File: config.mk
export PLATFORM = sky130hd
export DESIGN_NAME = char_stream_tokenizer_top
export DESIGN_NICKNAME = d
export VERILOG_FILES = /design/src/rtl/cst_pkg.sv /design/src/rtl/char_stream_tokenizer_top.sv /design/src/rtl/cst_lexer.sv /design/src/rtl/cst_emit.sv
export SDC_FILE = /design/constraint.sdc
export NUM_CORES = 1
export LEC_CHECK = 0
export ABC_AREA = 0
export BUFFER_PORTS_ARGS = -buffer_cell sky130_fd_sc_hd__buf_4
export CORE_MARGIN = 1
export CORE_UTILIZATION = 30
export CTS_CLUSTER_DIAMETER = 40
export DETAILED_ROUTE_END_ITERATION = 12
export GPL_ROUTABILITY_DRIVEN = 0
export PLACE_DENSITY = 0.5
export SLEW_MARGIN = 20
export SYNTH_ARGS = -nofsm -noshare
export SYNTH_HDL_FRONTEND = slang
export SYNTH_SLANG_ARGS = --single-unit
export TNS_END_PERCENT = 20
File: constraint.sdc
create_clock -name clk -period 16.73 [get_ports clk]
set_input_delay 2.5095 -clock clk [delete_from_list [all_inputs] [get_ports clk]]
set_output_delay 2.5095 -clock clk [all_outputs]
set_load 0.01 [all_outputs]
File: src/rtl/cst_pkg.sv
`default_nettype none
// ----------------------------------------------------------------------------
// cst_pkg
// Shared types and character codes of the character stream tokenizer.
// ----------------------------------------------------------------------------
package cst_pkg;

  localparam int OUT_COORD_W = 16;
  localparam int MAX_EVENTS  = 4;

  typedef enum logic [1:0] {
    EV_APPEND  = 2'd0,
    EV_CLOSE   = 2'd1,
    EV_OPER    = 2'd2,
    EV_NOQUOTE = 2'd3
  } ev_kind_t;

  localparam logic [7:0] CH_PLUS   = 8'h2B;
  localparam logic [7:0] CH_MINUS  = 8'h2D;
  localparam logic [7:0] CH_EQUAL  = 8'h3D;
  localparam logic [7:0] CH_SEMI   = 8'h3B;
  localparam logic [7:0] CH_LPAREN = 8'h28;
  localparam logic [7:0] CH_RPAREN = 8'h29;
  localparam logic [7:0] CH_QUOTE  = 8'h22;
  localparam logic [7:0] CH_NL     = 8'h0A;
  localparam logic [7:0] CH_SPACE  = 8'h20;
  localparam logic [7:0] CH_CR     = 8'h0D;

  typedef struct packed {
    ev_kind_t               kind;
    logic [7:0]             ch;
    logic [OUT_COORD_W-1:0] line;
    logic [OUT_COORD_W-1:0] col;
    logic                   last;
  } ev_t;

  typedef struct packed {
    ev_t  [MAX_EVENTS-1:0] ev;
    logic [2:0]            count;
  } ev_batch_t;

  typedef struct packed {
    logic free;
    logic busy;
  } emit_status_t;

endpackage

`default_nettype wire

File: src/rtl/char_stream_tokenizer_top.sv
`default_nettype none
// ----------------------------------------------------------------------------
// char_stream_tokenizer_top
// Byte-serial lexeme splitter: source bytes in, lexeme events out.
//
// Byte channel: byte_valid/byte_stall with source_byte and end_of_text. A byte
// is taken at an edge with byte_valid high and byte_stall low.
// Event channel: event_valid/event_stall with event_kind, event_char,
// line_number, column_number and run_last (high on the last event of a byte).
// A byte is held in the input register, then decoded into a batch of zero to
// four events that is loaded into the event buffer. Events leave one per cycle
// from the output register while event_stall is low; a byte keeps the buffer
// until its last event moves to the output register, so bytes with one or no
// event stream at one per cycle while event_stall is low.
// Reset clears line and column to 1, both flags and all valids.
// A stall on the event channel holds the output register; the buffer and the
// input register then fill and byte_stall rises.
// ----------------------------------------------------------------------------
module char_stream_tokenizer_top #(
  parameter int COORD_WIDTH = 16
) (
  input  wire logic        clk,
  input  wire logic        rst,
  input  wire logic        byte_valid,
  output logic             byte_stall,
  input  wire logic [7:0]  source_byte,
  input  wire logic        end_of_text,
  output logic             event_valid,
  input  wire logic        event_stall,
  output logic [1:0]       event_kind,
  output logic [7:0]       event_char,
  output logic [15:0]      line_number,
  output logic [15:0]      column_number,
  output logic             run_last
);
  import cst_pkg::*;

  logic         byte_reg_valid;
  logic [7:0]   byte_reg;
  logic         eot_reg;
  logic         load;
  logic         accept;
  ev_batch_t    batch;
  emit_status_t emit_st;
  ev_t          event_data;

  assign load       = byte_reg_valid && emit_st.free;
  assign byte_stall = byte_reg_valid && !emit_st.free;
  assign accept     = byte_valid && !byte_stall;

  always_ff @(posedge clk) begin
    if (rst) begin
      byte_reg_valid <= 1'b0;
    end else if (accept) begin
      byte_reg_valid <= 1'b1;
    end else if (load) begin
      byte_reg_valid <= 1'b0;
    end
  end

  always_ff @(posedge clk) begin
    if (accept) begin
      byte_reg <= source_byte;
      eot_reg  <= end_of_text;
    end
  end

  cst_lexer #(
    .COORD_WIDTH (COORD_WIDTH)
  ) u_lexer (
    .clk         (clk),
    .rst         (rst),
    .load        (load),
    .source_byte (byte_reg),
    .end_of_text (eot_reg),
    .batch       (batch)
  );

  cst_emit u_emit (
    .clk         (clk),
    .rst         (rst),
    .load        (load),
    .batch       (batch),
    .event_stall (event_stall),
    .status      (emit_st),
    .event_valid (event_valid),
    .event_data  (event_data)
  );

  assign event_kind    = event_data.kind;
  assign event_char    = event_data.ch;
  assign line_number   = event_data.line;
  assign column_number = event_data.col;
  assign run_last      = event_data.last;

  a_more_events_buffered: assert property (@(posedge clk) disable iff (rst)
    (event_valid && !run_last) |-> emit_st.busy)
    else $error("event without run_last but buffer empty");

  a_stall_only_when_busy: assert property (@(posedge clk) disable iff (rst)
    byte_stall |-> emit_st.busy)
    else $error("byte channel stalled with empty event buffer");

  a_load_needs_byte: assert property (@(posedge clk) disable iff (rst)
    (byte_reg_valid && !load) |=> byte_reg_valid)
    else $error("held byte dropped without decode");

endmodule

`default_nettype wire

File: src/rtl/cst_lexer.sv
`default_nettype none
// ----------------------------------------------------------------------------
// cst_lexer
// Scanner state (line, column, quote and lexeme flags) and the decode of one
// source byte into its batch of events.
// ----------------------------------------------------------------------------
module cst_lexer #(
  parameter int COORD_WIDTH = 16
) (
  input  wire logic              clk,
  input  wire logic              rst,
  input  wire logic              load,
  input  wire logic [7:0]        source_byte,
  input  wire logic              end_of_text,
  output cst_pkg::ev_batch_t     batch
);
  import cst_pkg::*;

  localparam logic [COORD_WIDTH-1:0] COORD_MAX = '1;
  localparam logic [COORD_WIDTH-1:0] COORD_ONE = COORD_WIDTH'(1);

  logic [COORD_WIDTH-1:0] line_count;
  logic [COORD_WIDTH-1:0] column_count;
  logic                   inside_quotes;
  logic                   lexeme_pending;

  logic [COORD_WIDTH-1:0] line_count_next;
  logic [COORD_WIDTH-1:0] column_count_next;
  logic                   inside_quotes_next;
  logic                   lexeme_pending_next;

  function automatic logic [OUT_COORD_W-1:0] to_out(input logic [COORD_WIDTH-1:0] x);
    logic [COORD_WIDTH+OUT_COORD_W-1:0] ext;
    ext = {{OUT_COORD_W{1'b0}}, x};
    return ext[OUT_COORD_W-1:0];
  endfunction

  function automatic logic [COORD_WIDTH-1:0] sat_inc(input logic [COORD_WIDTH-1:0] x);
    return (x == COORD_MAX) ? x : x + COORD_ONE;
  endfunction

  function automatic logic [COORD_WIDTH-1:0] minus_one(input logic [COORD_WIDTH-1:0] x);
    return (x == '0) ? '0 : x - COORD_ONE;
  endfunction

  function automatic ev_t mk_ev(input ev_kind_t k, input logic [7:0] ch,
                                input logic [COORD_WIDTH-1:0] l,
                                input logic [COORD_WIDTH-1:0] c);
    ev_t e;
    e.kind = k;
    e.ch   = ch;
    e.line = to_out(l);
    e.col  = to_out(c);
    e.last = 1'b0;
    return e;
  endfunction

  logic                   is_op;
  logic [COORD_WIDTH-1:0] l;
  logic [COORD_WIDTH-1:0] c;
  logic                   q;
  logic                   p;
  logic [2:0]             n;
  logic [2:0]             n_m1;
  ev_t  [MAX_EVENTS-1:0]  ev;

  always_comb begin
    case (source_byte) inside
      CH_PLUS, CH_MINUS, CH_EQUAL, CH_SEMI, CH_LPAREN, CH_RPAREN: is_op = 1'b1;
      default: is_op = 1'b0;
    endcase
  end

  always_comb begin
    l  = line_count;
    c  = column_count;
    q  = inside_quotes;
    p  = lexeme_pending;
    n  = 3'd0;
    ev = '0;
    if (q && source_byte != CH_QUOTE) begin
      ev[n[1:0]] = mk_ev(EV_APPEND, source_byte, l, c);
      n = n + 3'd1;
      c = sat_inc(c);
    end else if (source_byte == CH_QUOTE) begin
      if (q) begin
        ev[n[1:0]] = mk_ev(EV_APPEND, source_byte, l, c);
        n = n + 3'd1;
        ev[n[1:0]] = mk_ev(EV_CLOSE, 8'h00, l, minus_one(c));
        n = n + 3'd1;
        q = 1'b0;
        p = 1'b0;
      end else begin
        if (p) begin
          ev[n[1:0]] = mk_ev(EV_CLOSE, 8'h00, l, minus_one(c));
          n = n + 3'd1;
        end
        ev[n[1:0]] = mk_ev(EV_APPEND, source_byte, l, c);
        n = n + 3'd1;
        q = 1'b1;
        p = 1'b1;
      end
      c = sat_inc(c);
    end else if (source_byte == CH_NL) begin
      l = sat_inc(l);
      c = COORD_ONE;
    end else if (is_op) begin
      if (p) begin
        ev[n[1:0]] = mk_ev(EV_CLOSE, 8'h00, l, minus_one(c));
        n = n + 3'd1;
      end
      p = 1'b0;
      ev[n[1:0]] = mk_ev(EV_OPER, source_byte, l, c);
      n = n + 3'd1;
      c = sat_inc(c);
    end else if (source_byte == CH_SPACE) begin
      if (p) begin
        ev[n[1:0]] = mk_ev(EV_CLOSE, 8'h00, l, minus_one(c));
        n = n + 3'd1;
      end
      p = 1'b0;
      c = sat_inc(c);
    end else if (source_byte != CH_CR) begin
      ev[n[1:0]] = mk_ev(EV_APPEND, source_byte, l, c);
      n = n + 3'd1;
      p = 1'b1;
      c = sat_inc(c);
    end

    if (end_of_text) begin
      if (q) begin
        ev[n[1:0]] = mk_ev(EV_NOQUOTE, 8'h00, l, c);
        n = n + 3'd1;
      end
      if (p) begin
        ev[n[1:0]] = mk_ev(EV_CLOSE, 8'h00, l, minus_one(c));
        n = n + 3'd1;
      end
      l = COORD_ONE;
      c = COORD_ONE;
      q = 1'b0;
      p = 1'b0;
    end

    n_m1 = n - 3'd1;
    if (n != 3'd0) begin
      ev[n_m1[1:0]].last = 1'b1;
    end

    line_count_next     = l;
    column_count_next   = c;
    inside_quotes_next  = q;
    lexeme_pending_next = p;
    batch.ev            = ev;
    batch.count         = n;
  end

  always_ff @(posedge clk) begin
    if (rst) begin
      line_count     <= COORD_ONE;
      column_count   <= COORD_ONE;
      inside_quotes  <= 1'b0;
      lexeme_pending <= 1'b0;
    end else if (load) begin
      line_count     <= line_count_next;
      column_count   <= column_count_next;
      inside_quotes  <= inside_quotes_next;
      lexeme_pending <= lexeme_pending_next;
    end
  end

endmodule

`default_nettype wire

File: src/rtl/cst_emit.sv
`default_nettype none
// ----------------------------------------------------------------------------
// cst_emit
// Event buffer for one byte's batch and the output register that hands the
// events out one per transfer.
// ----------------------------------------------------------------------------
module cst_emit (
  input  wire logic                 clk,
  input  wire logic                 rst,
  input  wire logic                 load,
  input  wire cst_pkg::ev_batch_t   batch,
  input  wire logic                 event_stall,
  output cst_pkg::emit_status_t     status,
  output logic                      event_valid,
  output cst_pkg::ev_t              event_data
);
  import cst_pkg::*;

  ev_t  [MAX_EVENTS-1:0] buf_ev;
  logic [2:0]            buf_cnt;
  logic [1:0]            buf_idx;

  logic out_ready;
  logic pop;

  assign out_ready   = !event_valid || !event_stall;
  assign pop         = (buf_cnt != 3'd0) && out_ready;
  assign status.busy = (buf_cnt != 3'd0);
  assign status.free = (buf_cnt == 3'd0) || ((buf_cnt == 3'd1) && pop);

  always_ff @(posedge clk) begin
    if (rst) begin
      buf_cnt <= 3'd0;
      buf_idx <= 2'd0;
    end else if (load) begin
      buf_cnt <= batch.count;
      buf_idx <= 2'd0;
    end else if (pop) begin
      buf_cnt <= buf_cnt - 3'd1;
      buf_idx <= buf_idx + 2'd1;
    end
  end

  always_ff @(posedge clk) begin
    if (load) begin
      buf_ev <= batch.ev;
    end
  end

  always_ff @(posedge clk) begin
    if (rst) begin
      event_valid <= 1'b0;
    end else if (out_ready) begin
      event_valid <= pop;
    end
  end

  always_ff @(posedge clk) begin
    if (pop) begin
      event_data <= buf_ev[buf_idx];
    end
  end

endmodule

`default_nettype wire

Word level (Yosys, flattened, before mapping) --
Index checks and enable logic that the tools add are counted.
Storage, ports and cells: bits in registers 265, bits in latches 0, RAM bits 0, ROM bits 0, bits of input ports 13, memories kept 0
Operators by class: add/subtract/negate cells 11, $mul 0, div/mod/pow operators 0, $lt $le $gt $ge 11, equality and inequality tests 14, shift operators 0, mux-type cells 90, bitwise logic cells 0, reductions and logical operators 26
Operator list (count):
- 2-to-1 mux 172 bit | 7
- bitwise mux 172 bit | 5
- 2-to-1 mux 43 bit | 14
- demux 43 bit (select 2 bit) | 5
- 2-to-1 mux 129 bit | 2
- 2-to-1 mux 16 bit | 15
- 2-to-1 mux 86 bit | 2
- binary-select mux 43 bit (select 2 bit) | 1
- 2-to-1 mux 42 bit | 2
- equality test 8 x 6 -> 1 bit (second input constant) | 8
- 2-to-1 mux 3 bit | 19
- 2-to-1 mux 41 bit | 1
- adder 16 x 1 -> 16 bit (second input constant) | 2
- equality test 16 bit (second input constant) | 2
- zero test 16 bit | 2
- subtractor 16 x 1 -> 16 bit (second input constant) | 2
- less-than comparator 2 x 3 -> 1 bit (second input constant) | 6
- 2-to-1 mux 1 bit | 17
- adder 3 x 1 -> 3 bit (second input constant) | 4
- logical AND 1 bit | 11
- >= comparator 2 x 1 -> 1 bit (second input constant) | 5
- equality test 8 x 4 -> 1 bit (second input constant) | 1
- != test 8 x 4 -> 1 bit (second input constant) | 1
- != test 8 x 6 -> 1 bit (second input constant) | 1
- 11 further kinds | 17

Longest topological paths before layout --
Gate-level depths: netlist of run 1.
word-level depth 25, mapped depth 23

Cells and area by module --
Synthesis of run 1 repeated with hierarchy kept, for this count alone.
Second synthesis, totals: cell total of the unflattened synthesis 1399, area total of the unflattened synthesis 14804.2 µm²
Modules (own cells, without submodules):
- cst_emit | instances 1, cells an instance 310, area each 7855.0 µm², seq. area each 6576.3 µm²
- cst_lexer | instances 1, cells an instance 1075, area each 6622.6 µm², seq. area each 680.7 µm²
- char_stream_tokenizer_top | instances 1, cells an instance 14, area each 326.6 µm², seq. area each 290.3 µm²

Worst setup path before layout of run 1 --
No wires, ideal clock.
path kind input -> register, from input event_stall, to register u_lexer.column_count[5], data arrival time 7.659 ns, setup slack 8.953 ns, stages on the path 8, buffers on the path 1, cells stage by stage nand2_1 -> a21o_1 -> nand3_1 -> clkinv_1 -> nand2_1 -> nor2_1 -> clkbuf_1 -> a22o_1
On the way: cells in the longest elaborated chain, start to end 6
RTL lines:
- from (decl) | RTL line char_stream_tokenizer_top.sv:29 | input wire logic event_stall,
- zero test 1 bit | RTL line cst_emit.sv:26 | assign out_ready = !event_valid || !event_stall;
- logical OR 1 bit | RTL line cst_emit.sv:26
- logical AND 1 bit | RTL line cst_emit.sv:27 | assign pop = (buf_cnt != 3'd0) && out_ready;
- logical AND 1 bit | RTL line cst_emit.sv:29 | assign status.free = (buf_cnt == 3'd0) || ((buf_cnt == 3'd1) && pop);
- logical OR 1 bit | RTL line cst_emit.sv:29
- logical AND 1 bit | RTL line char_stream_tokenizer_top.sv:47 | assign load = byte_reg_valid && emit_st.free;
- named net load | RTL line char_stream_tokenizer_top.sv:41 | logic load;
- to (signal assigned) | RTL line cst_lexer.sv:166 | column_count <= column_count_next;
- to (decl) | RTL line cst_lexer.sv:23 | logic [COORD_WIDTH-1:0] column_count;
The timed path passes the listed nets, and every way through them passes these cells. A chain may end at the register's enable or synchronous reset.

==> flow_metrics.env, run 1 <==
export IMPL_drv_cap=0
export IMPL_drc=0
export IMPL_synth_most_common_cell="edfxtp_1"
export IMPL_worstPathArrival_ns=6.31
export IMPL_clk_latency_ns=0.57
export IMPL_final_max_slew_violation_count=0
export IMPL_grt_busiest_layer="met2"
export IMPL_cts_tree="done"
export IMPL_seq_area_um2=7070
export IMPL_stdcell_count=2028
export IMPL_grt_antenna_before_repair=0
export IMPL_htreeDepth=2
export IMPL_final_nets=1421
export IMPL_antenna_left=0
export IMPL_yosys_top_cells_area="edfxtp_1 44%, dfxtp_1 5.8%, mux4_2 5.6%"
export IMPL_die_h_um=219
export IMPL_rsz0062_at_grt="no"
export IMPL_critical_path_required_ns=17.04
export IMPL_hold_path_class="register to register"
export IMPL_wl_per_cell_um=22.1
export IMPL_use_met2_pct=28.6
export IMPL_synthArstFlopShare_pct=0
export IMPL_end_kind="register"
export IMPL_largest_reg_flops=156
export IMPL_multi_input_area_um2=6520
export IMPL_status="completed"
export IMPL_slew_headroom_pct=15.1
export IMPL_p_leak_uw=0.00558
export IMPL_synth_distinct_cells=92
export IMPL_setup_viol=0
export IMPL_yosys_most_used_dff="edfxtp_1"
export IMPL_regToRegSetupSlack_ns=10.73
export IMPL_ys_warn_count=0
export IMPL_max_flop_register="u_emit.buf_ev"
export IMPL_synth_area_um2=14100
export IMPL_cts_buffers_inserted=42
export IMPL_nFillCells=4622
export IMPL_netlist_instances=1363
export IMPL_timing_critical_path_from="byte_reg[4]"
export IMPL_p_per_area_nw_per_um2=140
export IMPL_startpoint_type="register"
export IMPL_min_delay_start="u_lexer.line_count[11]"
export IMPL_first_iter_violations=1219
export IMPL_die_area_um2=47800
export IMPL_synth_edf_count=208
export IMPL_overflow=0
export IMPL_min_period_over_period_pct=35.8
export IMPL_grt_max_degree=93
export IMPL_period_minus_slack_ns=6.00
export IMPL_drt_vias_per_instance=5.69
export IMPL_post_cts_buffers=0
export IMPL_holdBufCountCts=0
export IMPL_fin_worst_skew_ns=0.0259
export IMPL_final_cell_area_um2=16700
export IMPL_synth_largest_area_cell="edfxtp_1"
export IMPL_dpl_hpwl_um=31100
export IMPL_use_met1_pct=26.7
export IMPL_syn_area_per_cell_um2=10.3
export IMPL_yosysTopAreaCellShare_pct=44.3
export IMPL_max_freq_mhz=167
export IMPL_cts_buffer_depth=3
export IMPL_ys_ff_latch=249
export IMPL_ios=58
export IMPL_root_buffer="clkbuf_16"
export IMPL_grt_pass1_vias=10900
export IMPL_worst_pin_slew_ns=1.24
export IMPL_track_usage_pct=18.8
export IMPL_synth_commonest_cells="208 x edfxtp_1, 131 x nor2_1, 119 x o21ai_0"
export IMPL_timing_rr_start="byte_reg[4]"
export IMPL_top_regs="u_emit.buf_ev x156, u_emit.event_data x43"
export IMPL_io_buffers=57
export IMPL_dr_pass1_iters=5
export IMPL_use_met3_pct=3.52
export IMPL_cp_max_fo=10
export IMPL_area_growth_pct=18.2
export IMPL_grt_pass1_wl_um=68200
export IMPL_crit_type="register to register"
export IMPL_placedInstanceArea_um2=15100
export IMPL_clkTransAtPathRegs_ns=0.06
export IMPL_cts_resized=0
export IMPL_fp_row_count=79
export IMPL_start_util_pct=30.3
export IMPL_finalSetupTns_ns=0
export IMPL_drive_gt1_share_pct=16.6
export IMPL_num_antenna_cells=0
export IMPL_drt_total_wl_um=44800
export IMPL_clock_sinks=249
export IMPL_ir_worst_vdd_v=0.000161
export IMPL_seq_area_frac_synth_pct=50.1
export IMPL_place_inst=1950
export IMPL_die_w_um=219
export IMPL_vias=11500
export IMPL_finalHoldViolations=0
export IMPL_coreArea_um2=46500
==> path summary, 6_finish.rpt <==
path / to / cells past startpoint
hold / removal: u_lexer.line_count[11] / 2
setup reg to reg: u_emit.buf_ev[47] / 15
hold reg to reg: u_lexer.line_count[11] / 2
setup / recovery: u_emit.buf_ev[47] / 15
==> area by class of cell <==
cell class	instances	share of cell area (%)
sequential	249	42.4
multi-input combinational	972	39.1
clock buffer	44	6.35
tap	607	4.56
timing repair buffer	87	4.04
clock inverter	33	2.65
inverter	36	0.841
==> critical path: stages, from the launching register on <==
cell	delay [ns]
edfxtp_1	0.48
nor4_1	0.94
a32oi_1	0.49
nand2b_1	0.36
a221oi_2	0.60
inv_1	0.14
ha_1	0.31
nor2_1	0.05
a21o_1	0.20
inv_1	0.11
ha_1	0.21
or4b_2	0.72
mux2i_4	0.24
nand2_1	0.42
nor2_1	0.19
a221o_1	0.30
==> cell usage in the layout, fill, tap and decap left out, drive strengths merged, types with 6 or more instances in the layout <==
| cell type | n |
|---|---|
| nor3 | 41 |
| or3 | 8 |
| edfxtp | 208 |
| a31oi | 17 |
| a21o | 11 |
| clkinvlp | 7 |
| nor3b | 7 |
| mux2i | 21 |
| xor2 | 11 |
| o22ai | 20 |
| dfxtp | 41 |
| nor2b | 8 |
| nor4 | 15 |
| or2 | 6 |
| nand2b | 12 |
| a211oi | 15 |
| a22oi | 11 |
| clkinv | 12 |
| and3 | 16 |
| o21ai | 120 |
| o31ai | 11 |
| xnor2 | 15 |
| a22o | 12 |
| clkbuf | 44 |
| or4 | 10 |
| a21oi | 79 |
| and2 | 15 |
| inv | 45 |
| buf | 87 |
| nand4 | 24 |
| nand3 | 62 |
| ha | 20 |
| nand2 | 110 |
| mux4 | 35 |
| nor2 | 132 |
| o211ai | 12 |
==> cells by family after synthesis <==
| family | share of synthesized area, % |
|---|---|
| muxes | 7.17 |
| xor gates and xnor gates | 1.62 |
| and+or+nand+nor | 17.6 |
| DFF | 50.1 |
| adders and majority gates | 1.78 |
| AOI/OAI and AO/OA | 17.7 |
| buffers and inverters | 3.97 |
| other | 0.0266 |
==> per-stage QoR <==
step                      total power (uW)  hold slack (ns)  setup WS [ns]  util (%)
after floorplan                       1260            0.488           8.95         -
after global placement                1450            0.515          10.64      32.6
after detailed placement              1460            0.527          10.60      32.6
after CTS                             2370            0.536          10.57      35.8
after global routing                  2440            0.582          10.45      35.9
final                                 2340            0.536          10.73      35.9
==> per-layer routing <==
metal	wire length, um	vias up
met5	0	-
met4	1190	0
met3	3450	98
met2	20000	496
met1	20200	5664
li1	-	5290
==> where the power goes <==
part	internal (uW)	total, uW	switching (uW)
logic	202	509	306
clock network	557	904	346
registers	859	928	69.5
(Power assumes the default switching activity.)
==> run 2: changes to the inputs <==
==> constraint.sdc (replaced) <==
create_clock -name clk -period 5.7 [get_ports clk]
set_input_delay 0.855 -clock clk [delete_from_list [all_inputs] [get_ports clk]]
set_output_delay 0.855 -clock clk [all_outputs]
set_load 0.01 [all_outputs]
==> flow_metrics.env, run 2 (synthesis results as in run 1) <==
export IMPL_crit_chain="or4_4 > or2_2 > nand2_1 > nor2_1 > a221oi_2 > buf_4 > inv_1 > ha_1 > nor2_1 > a21o_1 > inv_1 > ha_1 > or4b_2 > mux2i_4 > nand2_1 > nor2_1 > a221o_1"
export IMPL_worstHoldPathCells=1
export IMPL_pre_cts_ws_ns=0.507
export IMPL_clkTransAtPathRegs_ns=0.06
export IMPL_period_minus_slack_ns=5.21
export IMPL_grt_max_degree=71
export IMPL_die_area_um2=47800
export IMPL_final_nets=1436
export IMPL_slew_headroom_pct=32.2
export IMPL_io_buffers=57
export IMPL_first_iter_violations=1548
export IMPL_max_freq_mhz=192
export IMPL_largest_reg_flops=156
export IMPL_dr_pass1_iters=8
export IMPL_setup_ws_ns=0.495
export IMPL_antenna_left=0
export IMPL_root_buffer="clkbuf_16"
export IMPL_startpoint_type="register"
export IMPL_crit_type="register to register"
export IMPL_worstPathArrival_ns=5.48
export IMPL_finalHoldViolations=0
export IMPL_drive_gt1_share_pct=17.3
export IMPL_p_leak_uw=0.00562
export IMPL_start_util_pct=30.3
export IMPL_drt_total_wl_um=44600
export IMPL_timing_critical_path_from="byte_reg[4]"
export IMPL_grt_antenna_before_repair=0
export IMPL_fp_row_count=79
export IMPL_die_h_um=219
export IMPL_r2r_end="u_emit.buf_ev[47]"
export IMPL_nFillCells=4626
export IMPL_die_w_um=219
export IMPL_cts_buffer_depth=3
export IMPL_min_delay_start="source_byte[0]"
export IMPL_final_max_slew_violation_count=0
export IMPL_status="completed"
export IMPL_regToRegSetupSlack_ns=0.49
export IMPL_finalSetupTns_ns=0
export IMPL_vias=11700
export IMPL_r2r_cells=17
export IMPL_clk_latency_ns=0.53
export IMPL_hold_path_class="primary input to register"
export IMPL_end_kind="register"
export IMPL_setup_viol=0
export IMPL_min_period_over_period_pct=91.3
export IMPL_crit_buf_inv=3
export IMPL_ios=58
export IMPL_num_antenna_cells=0
export IMPL_min_to="byte_reg[0]"
export IMPL_dpl_hpwl_um=31500
export IMPL_drv_cap=0
export IMPL_cp_max_fo=12
export IMPL_fin_worst_skew_ns=0.0155
export IMPL_clock_sinks=249
export IMPL_timing_rr_start="byte_reg[4]"
export IMPL_drc=0
export IMPL_critical_path_required_ns=5.97
export IMPL_rsz0062_at_grt="no"
export IMPL_track_usage_pct=18.8
export IMPL_htreeDepth=2
export IMPL_fin_util_pct=35.7
export IMPL_final_cell_mix="208 x edfxtp_1, 131 x nor2_1, 118 x o21ai_0"
export IMPL_crit_family="simple AND/OR/NAND/NOR gates"
export IMPL_top_regs="u_emit.buf_ev x156, u_emit.event_data x43"
export IMPL_cp_slowest_cell="or4b_2"
export IMPL_worst_pin_slew_ns=1.01
export IMPL_total_power_uw=6620
export IMPL_final_common_cell="edfxtp_1"
export IMPL_ir_worst_vdd_v=0.000375
export IMPL_post_cts_buffers=0
export IMPL_p_per_area_nw_per_um2=399
export IMPL_grt_pass1_vias=11100
export IMPL_overflow=0
export IMPL_area_growth_pct=17.8
export IMPL_cp_common_cell="nor2_1"
export IMPL_holdBufCountCts=0
export IMPL_cts_buffers_inserted=38
export IMPL_wl_per_cell_um=21.9
export IMPL_coreArea_um2=46500
export IMPL_drt_vias_per_instance=5.71
export IMPL_cts_tree="done"
export IMPL_grt_pass1_wl_um=68900
export IMPL_cts_resized=0
export IMPL_max_flop_register="u_emit.buf_ev"
export IMPL_worst_path_largest_cell_delay_ns=0.70
==> run 2: power by group <==
group | switching [uW] | internal, uW
Combinational | 941 | 609
Sequential | 153 | 2520
Clock | 910 | 1490
==> run 2: worst max path at each step <==
stage                                   end  slack, ns  depth (start not counted)
after global placement    u_emit.buf_ev[53]       0.56                         17
final                     u_emit.buf_ev[47]       0.49                         17
after detailed placement  u_emit.buf_ev[53]       0.51                         17
after global routing       u_emit.buf_ev[3]       0.12                         19
after CTS                 u_emit.buf_ev[53]       0.49                         17
after floorplan           u_emit.buf_ev[63]       0.58                         19
==> run 2: through the flow <==
stage / std cells / hold slack [ns] / cell area (um^2)
2_1_floorplan: 1364 / 0.488 / 14100
3_3_place_gp: 1970 / 0.516 / 15300
3_5_place_dp: 1970 / 0.528 / 15300
4_1_cts: 2040 / 0.489 / 16600
5_1_grt: 2040 / 0.499 / 16600
6_report: 2040 / 0.507 / 16600
==> run 2: routing by layer <==
metal	part of all wire (%)	vias up	GRT usage, %
met1	45	5656	26.9
met4	3.7	0	7.38
li1	-	5319	-
met3	7.9	114	3.05
met2	44	562	28.3
met5	0	-	0
==> run 2: worst register-to-register path, cell delays in order, from the launching register on <==
cell and delay, ns:
edfxtp_1 0.47, or4_4 0.66, or2_2 0.42, nand2_1 0.19, nor2_1 0.09, a221oi_2 0.31, buf_4 0.19, inv_1 0.06
ha_1 0.27, nor2_1 0.05, a21o_1 0.20, inv_1 0.11, ha_1 0.20, or4b_2 0.70, mux2i_4 0.23, nand2_1 0.39
nor2_1 0.11, a221o_1 0.29
==> run 2: layout make-up <==
| class | count | area [um^2] | share of cell area (%) |
|---|---|---|---|
| clock buffers | 42 | 997 | 6.01 |
| clock inverters | 28 | 329 | 1.98 |
| inverters | 36 | 140 | 0.844 |
| multi-input cells | 972 | 6500 | 39.2 |
| flip-flops and latches | 249 | 7070 | 42.6 |
| well taps | 607 | 759 | 4.58 |
| repair buffers | 106 | 796 | 4.79 |
